File: config.mk
export PLATFORM = sky130hd
export DESIGN_NAME = spdf_cell
export DESIGN_NICKNAME = d
export VERILOG_FILES = /design/src/hw/rtl/spdf_pkg.sv /design/src/hw/rtl/spdf_recip.sv /design/src/hw/rtl/spdf_cell.sv
export SDC_FILE = /design/constraint.sdc
export NUM_CORES = 2
export LEC_CHECK = 0
export BUFFER_PORTS_ARGS = -buffer_cell sky130_fd_sc_hd__buf_4
export CAP_MARGIN = 20
export CORE_UTILIZATION = 40
export DETAILED_ROUTE_END_ITERATION = 10
export SYNTH_ARGS = -nofsm -noshare
export SYNTH_HDL_FRONTEND = slang
export SYNTH_SLANG_ARGS = --single-unit
File: constraint.sdc
create_clock -name clk_i -period 10.1 [get_ports clk_i]
set_input_delay 0.505 -clock clk_i [delete_from_list [all_inputs] [get_ports clk_i]]
set_output_delay 0.505 -clock clk_i [all_outputs]
set_load 0.02 [all_outputs]
File: src/hw/rtl/spdf_pkg.sv
// spdf_pkg: types and constants shared by the small prime divisibility filter
// no dependencies; imported by spdf_recip, spdf_cell, spdf_checker and the top level
`default_nettype none

package spdf_pkg;

  localparam int unsigned SlotW       = 16;  // width of one divisor slot
  localparam int unsigned NumW        = 32;  // width of a candidate that can survive
  localparam int unsigned CandW       = 64;  // width of the incoming candidate
  localparam int unsigned CfgRegs     = 4;   // configuration registers
  localparam int unsigned CfgIdxW     = 2;   // register index width
  localparam int unsigned CfgW        = 64;  // configuration data width
  localparam int unsigned SlotsPerReg = 4;   // divisor slots per register
  localparam int unsigned RecipSteps  = 32;  // quotient bits of 2^32 / p
  localparam int unsigned RecipCntW   = 6;   // counter wide enough for RecipSteps
  localparam int unsigned RemW        = 17;  // barrett remainder before correction
  localparam int unsigned OutTdataW   = 8;   // result tdata width

  // word handed from cell to cell
  typedef struct packed {
    logic [NumW-1:0] num;    // low 32 bits of the candidate
    logic            alive;  // fits in 32 bits and no divisor rejected it so far
    logic            last;   // end of stream marker
  } spdf_word_t;

endpackage

`default_nettype wire

File: src/hw/rtl/spdf_recip.sv
// spdf_recip: bit-serial restoring divider that forms floor(2^32 / p)
// one quotient bit per cycle; uses spdf_pkg
`default_nettype none

module spdf_recip (
  input  logic                      clk_i,
  input  logic                      rst_ni,
  input  logic                      start_i,
  input  logic [spdf_pkg::SlotW-1:0] divisor_i,
  output logic                      busy_o,
  output logic [spdf_pkg::NumW-1:0]  recip_o
);
  import spdf_pkg::*;

  logic [SlotW-1:0]     rem_q, rem_d;
  logic [NumW-1:0]      quo_q, quo_d;
  logic [RecipCntW-1:0] cnt_q, cnt_d;
  logic [SlotW:0]       trial;
  logic                 fits;

  assign trial = {rem_q, 1'b0};
  assign fits  = trial >= {1'b0, divisor_i};

  always_comb begin
    rem_d = rem_q;
    quo_d = quo_q;
    cnt_d = cnt_q;
    if (start_i) begin
      // the leading one of 2^32 is already shifted in; it is below any p >= 2
      rem_d = SlotW'(1);
      quo_d = '0;
      cnt_d = RecipCntW'(RecipSteps);
    end else if (cnt_q != '0) begin
      if (fits) begin
        rem_d = SlotW'(trial - {1'b0, divisor_i});
      end else begin
        rem_d = trial[SlotW-1:0];
      end
      quo_d = {quo_q[NumW-2:0], fits};
      cnt_d = cnt_q - RecipCntW'(1);
    end
  end

  always_ff @(posedge clk_i or negedge rst_ni) begin
    if (!rst_ni) begin
      cnt_q <= '0;
    end else begin
      cnt_q <= cnt_d;
    end
  end

  always_ff @(posedge clk_i) begin
    rem_q <= rem_d;
    quo_q <= quo_d;
  end

  assign busy_o  = cnt_q != '0;
  assign recip_o = quo_q;

endmodule

`default_nettype wire

File: src/hw/rtl/spdf_cell.sv
// spdf_cell: one divisor slot of the filter chain, three stages of barrett reduction
// holds its divisor and reciprocal; uses spdf_pkg and spdf_recip
`default_nettype none

module spdf_cell (
  input  logic                       clk_i,
  input  logic                       rst_ni,
  input  logic                       cfg_we_i,
  input  logic [spdf_pkg::SlotW-1:0] cfg_data_i,
  output logic                       busy_o,
  input  logic                       in_valid_i,
  output logic                       in_ready_o,
  input  spdf_pkg::spdf_word_t       in_word_i,
  output logic                       out_valid_o,
  input  logic                       out_ready_i,
  output spdf_pkg::spdf_word_t       out_word_o
);
  import spdf_pkg::*;

  logic [SlotW-1:0] div_q;
  logic [NumW-1:0]  recip;

  logic             v1_q, v2_q, v3_q;
  logic             rdy1, rdy2, rdy3;
  spdf_word_t       w1_q, w2_q, w3_q, w3_d;
  logic [NumW-1:0]  quot_q;
  logic [RemW-1:0]  rem_q;

  logic [2*NumW-1:0]    prod;
  logic [NumW+SlotW-1:0] qp;
  logic [NumW-1:0]      diff;
  logic                 rejected;

  always_ff @(posedge clk_i or negedge rst_ni) begin
    if (!rst_ni) begin
      div_q <= '0;
    end else if (cfg_we_i) begin
      div_q <= cfg_data_i;
    end
  end

  spdf_recip u_recip (
    .clk_i     (clk_i),
    .rst_ni    (rst_ni),
    .start_i   (cfg_we_i),
    .divisor_i (div_q),
    .busy_o    (busy_o),
    .recip_o   (recip)
  );

  // a stage takes a new word when empty or when its word moves on
  assign rdy3       = !v3_q || out_ready_i;
  assign rdy2       = !v2_q || rdy3;
  assign rdy1       = !v1_q || rdy2;
  assign in_ready_o = rdy1;

  // stage 1: estimated quotient (n * m) >> 32
  assign prod = in_word_i.num * recip;

  // stage 2: n - q*p, below 2p
  assign qp   = quot_q * div_q;
  assign diff = w1_q.num - qp[NumW-1:0];

  // stage 3: correction folded into the zero test; divisor one always divides
  always_comb begin
    rejected = (div_q != '0) && (w2_q.num != NumW'(div_q)) &&
               ((div_q == SlotW'(1)) || (rem_q == '0) || (rem_q == RemW'(div_q)));
    w3_d       = w2_q;
    w3_d.alive = w2_q.alive && !rejected;
  end

  always_ff @(posedge clk_i or negedge rst_ni) begin
    if (!rst_ni) begin
      v1_q <= 1'b0;
      v2_q <= 1'b0;
      v3_q <= 1'b0;
    end else begin
      if (rdy1) v1_q <= in_valid_i;
      if (rdy2) v2_q <= v1_q;
      if (rdy3) v3_q <= v2_q;
    end
  end

  always_ff @(posedge clk_i) begin
    if (rdy1) begin
      w1_q   <= in_word_i;
      quot_q <= prod[2*NumW-1:NumW];
    end
    if (rdy2) begin
      w2_q  <= w1_q;
      rem_q <= diff[RemW-1:0];
    end
    if (rdy3) begin
      w3_q <= w3_d;
    end
  end

  assign out_valid_o = v3_q;
  assign out_word_o  = w3_q;

endmodule

`default_nettype wire

Word-level counts from Yosys, hierarchy flattened

Cells that the tools add are included.

Logic and storage cells: 46
Output and inout port bits: 37
Bits of input ports: 55
ROM bits: 0
Bits in latches: 0
Memory bits (writable): 0
Register bits after elaboration: 224
Memories kept: 0

Add/sub/neg operators: 3
Div/mod/pow operators: 0
Order comparisons: 1
Multiply operators: 2
Bitwise gates (word level): 0
Mux-type cells: 3
Eq/ne operators: 3
Shift-type cells: 0
Reduce and logical (&&, ||, !) cells: 16

Operators with widths:

| kind                | count |
|---|---|
| $mul 32x32->64      | 1 |
| $mul 32x16->17      | 1 |
| $ne 32x16->1        | 1 |
| $eq 17x16->1        | 1 |
| $ge 17x16->1        | 1 |
| $logic_not 17->1    | 1 |
| $sub 17x17->17      | 1 |
| $eq 16x1->1 const B | 1 |
| $mux 16             | 1 |
| $reduce_bool 16->1  | 1 |
| $sub 16x16->16      | 1 |
| $mux 6              | 2 |
| $reduce_bool 6->1   | 1 |
| $sub 6x1->6 const B | 1 |
| $logic_or 1x1->1    | 5 |
| $logic_not 1->1     | 4 |
| $logic_and 1x1->1   | 3 |
| $reduce_bool 2->1   | 1 |

Longest topological paths before layout

Depth after elaboration: 6
Gate-level depth with buffers: 28
Mapped depth without buffers: 26

Hierarchy

A second synthesis with hierarchy kept.

Cells, all modules: 4,258
Area total of the unflattened synthesis: 41,139.5 µm²

By module, submodules not included:

| module     | times used | area an instance (µm²) | cells an instance | seq. area each (µm²) |
|---|---|---|---|---|
| spdf_cell  | 1          | 38,072.8               | 3,856             | 4,559.4 |
| spdf_recip | 1          | 3,066.7                | 402               | 1,111.1 |

Worst setup path after synthesis

OpenSTA, ideal clock, no wires.

Kind: in2reg
Start: input in_word_i[23] (netlist bit)
End: register quot_q[12] (data pin)
Path buffers: 2
Required time: 9.838 ns
Arrival time: 6.816 ns
Library setup time: 0.262 ns
Cell stages on the path: 24
Path slack: 3.022 ns
Cells stage by stage: clkbuf_1 -> clkbuf_1 -> and2_1 -> fa_1 -> fa_1 -> inv_1 -> fa_1 -> fa_1 -> inv_1 -> fa_1 -> fa_1 -> fa_1 -> inv_1 -> fa_1 -> inv_1 -> ha_1 -> o21ai_0 -> nor2_1 -> o21ai_0 -> nor2b_1 -> a21oi_2 -> o41ai_4 -> o21bai_1 -> xor2_1

Longest elaborated chain between the ends: 1

RTL lines:

| what                 | RTL line        | RTL |
|---|---|---|
| start, declared      | spdf_cell.sv:13 | `input spdf_pkg::spdf_word_t in_word_i,` |
| $mul 32x32->64       | spdf_cell.sv:58 | `assign prod = in_word_i.num * recip;` |
| via prod[44]         | spdf_cell.sv:29 | `logic [2*NumW-1:0] prod;` |
| end signal, assigned | spdf_cell.sv:87 | `quot_q <= prod[2*NumW-1:NumW];` |
| end, declared        | spdf_cell.sv:26 | `logic [NumW-1:0] quot_q;` |

The timed path passes the listed nets, and every way through them passes these cells.
A chain may end at the register's enable or synchronous reset.

Final worst setup path

Start: register u_recip.quo_q[15] (netlist: u_recip.recip_o[15])
End: register quot_q[12] (data pin)

Longest elaborated chain between the ends: 1

RTL lines:

| what                   | RTL line         | RTL |
|---|---|---|
| start, declared        | spdf_recip.sv:16 | `logic [NumW-1:0] quo_q, quo_d;` |
| start signal, assigned | spdf_recip.sv:54 | `quo_q <= quo_d;` |
| $mul 32x32->64         | spdf_cell.sv:58  |  |
| via prod[44]           | spdf_cell.sv:29  |  |

The timed path passes the listed nets, and every way through them passes these cells.

==> metrics.txt <==
Hold Vio Cnt, Final 0; Switching Fraction 0.417; Peak VDD IR around 0.15 mV; Area Growth Syn to Fin 6.68%; share of the synthesized area in the top cell type 0.446; Max Freq about 120 MHz; setup ws final 1.88 ns; global route total overflow 0; PnR Total Power between 4000 and 5000 uW; PortBufs slightly above 90; die area 0.103 mm^2; largest net degree at the start of global routing 87; RSZ-0062 raised after global routing false; die height 321 um; Pwr per Cell Area 107 mW/mm^2; Initial DRC Count 1548; worst-path cell chain and2_1, fa_1, fa_1, inv_1, fa_1, fa_1, inv_1, fa_1, fa_1, fa_1, inv_1, fa_1, inv_1, ha_1, nand4_1, nor2_1, nand3_1, o32ai_2, o211ai_2, a21oi_2, o41ai_4, o21bai_1, xor2_1; WL final 109000 um; Seq/Total Area, Yosys 0.140; per-cell routed wire length roughly 20 um; share of layout cells above drive strength 1 0.0456; Leak ~0.021 uW; Post-CTS Setup Bufs 0; io pins about 90; part of the power in the clock network 0.212; Clock Pin Slew Worst Setup and Hold Paths around 0.070 ns; routability congestion estimate between 0.8 and 0.9; Routed Antenna Nets 0; vias per cell approximately 5.0; Sink Count 209; CTS Buf Count 26; post-route clock period utilization 0.814; crit path max fanout 21; Tmin final 8.22 ns; Hold Crit Class input pin to flop; Clock Latency Late Sink about 0.58 ns; Yosys reg bits 209; fin. max-slew vios 0; CTS tree built; status completed; final setup vio count 0; Int Pwr approximately 2700 uW; Slew @ Worst Pin ~1.2 ns; vias roughly 27000; CP Launch Type flop; Filler Cell Count ~10000; Yosys warning total 0; Netlist cell types 62; Largest stage delay, worst path about 1.1 ns; pre-CTS setup slack between 1.5 and 2 ns; CP endpoint kind flop; Site Rows between 100 and 150; Psw approximately 1900 uW; FFs w/ async S/R, synth 0.120; CTS Root Cell clkbuf_16; Clock Skews roughly 0.021 ns; hpwl dp 80500 um; GRT Total Usage 0.222; Post-synth EDFFs 136; Worst EP required about 10 ns; core box area roughly 0.10 mm^2; Mean Syn Cell Area roughly 10 um^2; Post-Syn Instances between 4000 and 5000; first-pass GRT wire length roughly 170000 um; Syn Nets around 5400; area leader, netlist fa_1; CP max stage cell dfxtp_1; most common cell in the netlist fa_1; CTS max path bufs 3; post-route setup TNS 0 ns; router iterations before antenna repair 6; most used cell, CP fa_1; Gate power share 0.509; Mapped Area 0.0406 mm^2; Post-synth top cells fa_1, inv_1, and2_1; crit path kind flop to flop; CP arrival between 8 and 9 ns; chip width about 320 um; final net count 5311; ys flop type edfxtp_1; Max-cap violations 0; DRC 0; initial core utilization 0.405; Crit path buffers/inverters 4; initial antenna violation count 3; Slew HR 0.167; vias in the first global route roughly 30000; main area contributors after synthesis fa_1, and2_1, edfxtp_1, inv_1, ha_1; Worst path top cell family by delay adder cells; CTS HTree Levels 1; Flop pwr share 0.279
[power by group through the flow]
| stage | clock network [uW] | logic [uW] | registers [uW] |
|---|---|---|---|
| 6_report | 985 | 2360 | 1300 |
| 3_3_place_gp | 0 | 2330 | 1310 |
| 4_1_cts | 1010 | 2390 | 1300 |
| 3_5_place_dp | 0 | 2370 | 1310 |
| 5_1_grt | 1040 | 2670 | 1310 |
| 2_1_floorplan | 0 | 1820 | 1230 |
[final cells by class]
| type | count | area, um^2 | area share |
|---|---|---|---|
| Antenna cell | 2 | 5.00 | 0.000116 |
| Clock buffer | 29 | 683 | 0.0158 |
| Clock inverter | 19 | 196 | 0.00454 |
| Inverter | 894 | 3360 | 0.0775 |
| Multi-Input combinational cell | 2841 | 30700 | 0.709 |
| Sequential cell | 209 | 5670 | 0.131 |
| Tap cell | 1357 | 1700 | 0.0392 |
| Timing Repair Buffer | 131 | 986 | 0.0228 |
[sequential cells by signal (all words and copies together), names as in the netlist]
name / count
w1_q: 34
out_valid_o: 1
rem_q: 17
v2_q: 1
out_word_o: 34
u_recip.recip_o: 32
u_recip.cnt_q: 6
quot_q: 17
v1_q: 1
u_recip.rem_q: 16
div_q: 16
w2_q: 34
[cell families after synthesis]
logic type | count (synthesis) | synth area share
XOR/XNOR | 131 | 0.0283
buffers and inverters | 1124 | 0.104
adder cells (fa/ha/maj) | 1153 | 0.523
AO/OA/AOI/OAI | 199 | 0.0314
AND/OR/NAND/NOR | 1348 | 0.171
multiplexers | 10 | 0.00247
flip-flops | 209 | 0.140
[through the flow]
stage	utilization	cell area (um^2)	instances	hold slack, ns
finish	0.432	43300	5482	0.116
global route	0.432	43300	5480	0.0921
CTS	0.432	43300	5480	0.0816
detailed placement	0.423	42400	5431	0.405
global placement	0.423	42400	5431	0.401
floorplan	-	40600	4174	0.209
[cells in the final DEF, fill, tap and decap left out, types with 40 or more instances in the layout]
master,n
inv_1,893
o21ai_0,40
edfxtp_1,136
nand2_1,526
xnor2_1,84
xor2_1,47
nor2_1,56
ha_1,248
fa_1,905
and2_1,662
buf_4,130
dfxtp_1,47
a21oi_1,68
[worst paths after layout]
path / to / slack, ns / cells after the start / startpoint
setup / recovery: quot_q[12] / 1.88 / 23 / u_recip.recip_o[15]
hold / removal: v1_q / 0.12 / 2 / in_valid_i
setup reg to reg: quot_q[12] / 1.88 / 23 / u_recip.recip_o[15]
hold reg to reg: w2_q[32] / 0.41 / 0 / w1_q[32]
max in group asynchronous: div_q[4] / 9.43 / 2 / rst_ni
min in group asynchronous: u_recip.cnt_q[4] / 0.40 / 2 / rst_ni
[per-layer routing]
metal / track usage / vias up / part of all wire
met5: 0 / - / 0
li1: - / 12100 / -
met2: 0.386 / 784 / 0.49
met1: 0.294 / 14300 / 0.43
met3: 0.0227 / 176 / 0.054
met4: 0.0572 / 0 / 0.026
[repair_timing]
action,in CTS,in global routing
hold endpoints to repair,25,0
endpoints found under the setup margin,0,0
gates resized for setup,0,0
hold buffers,1,0
Note: power is estimated with default switching activity, not from simulation.
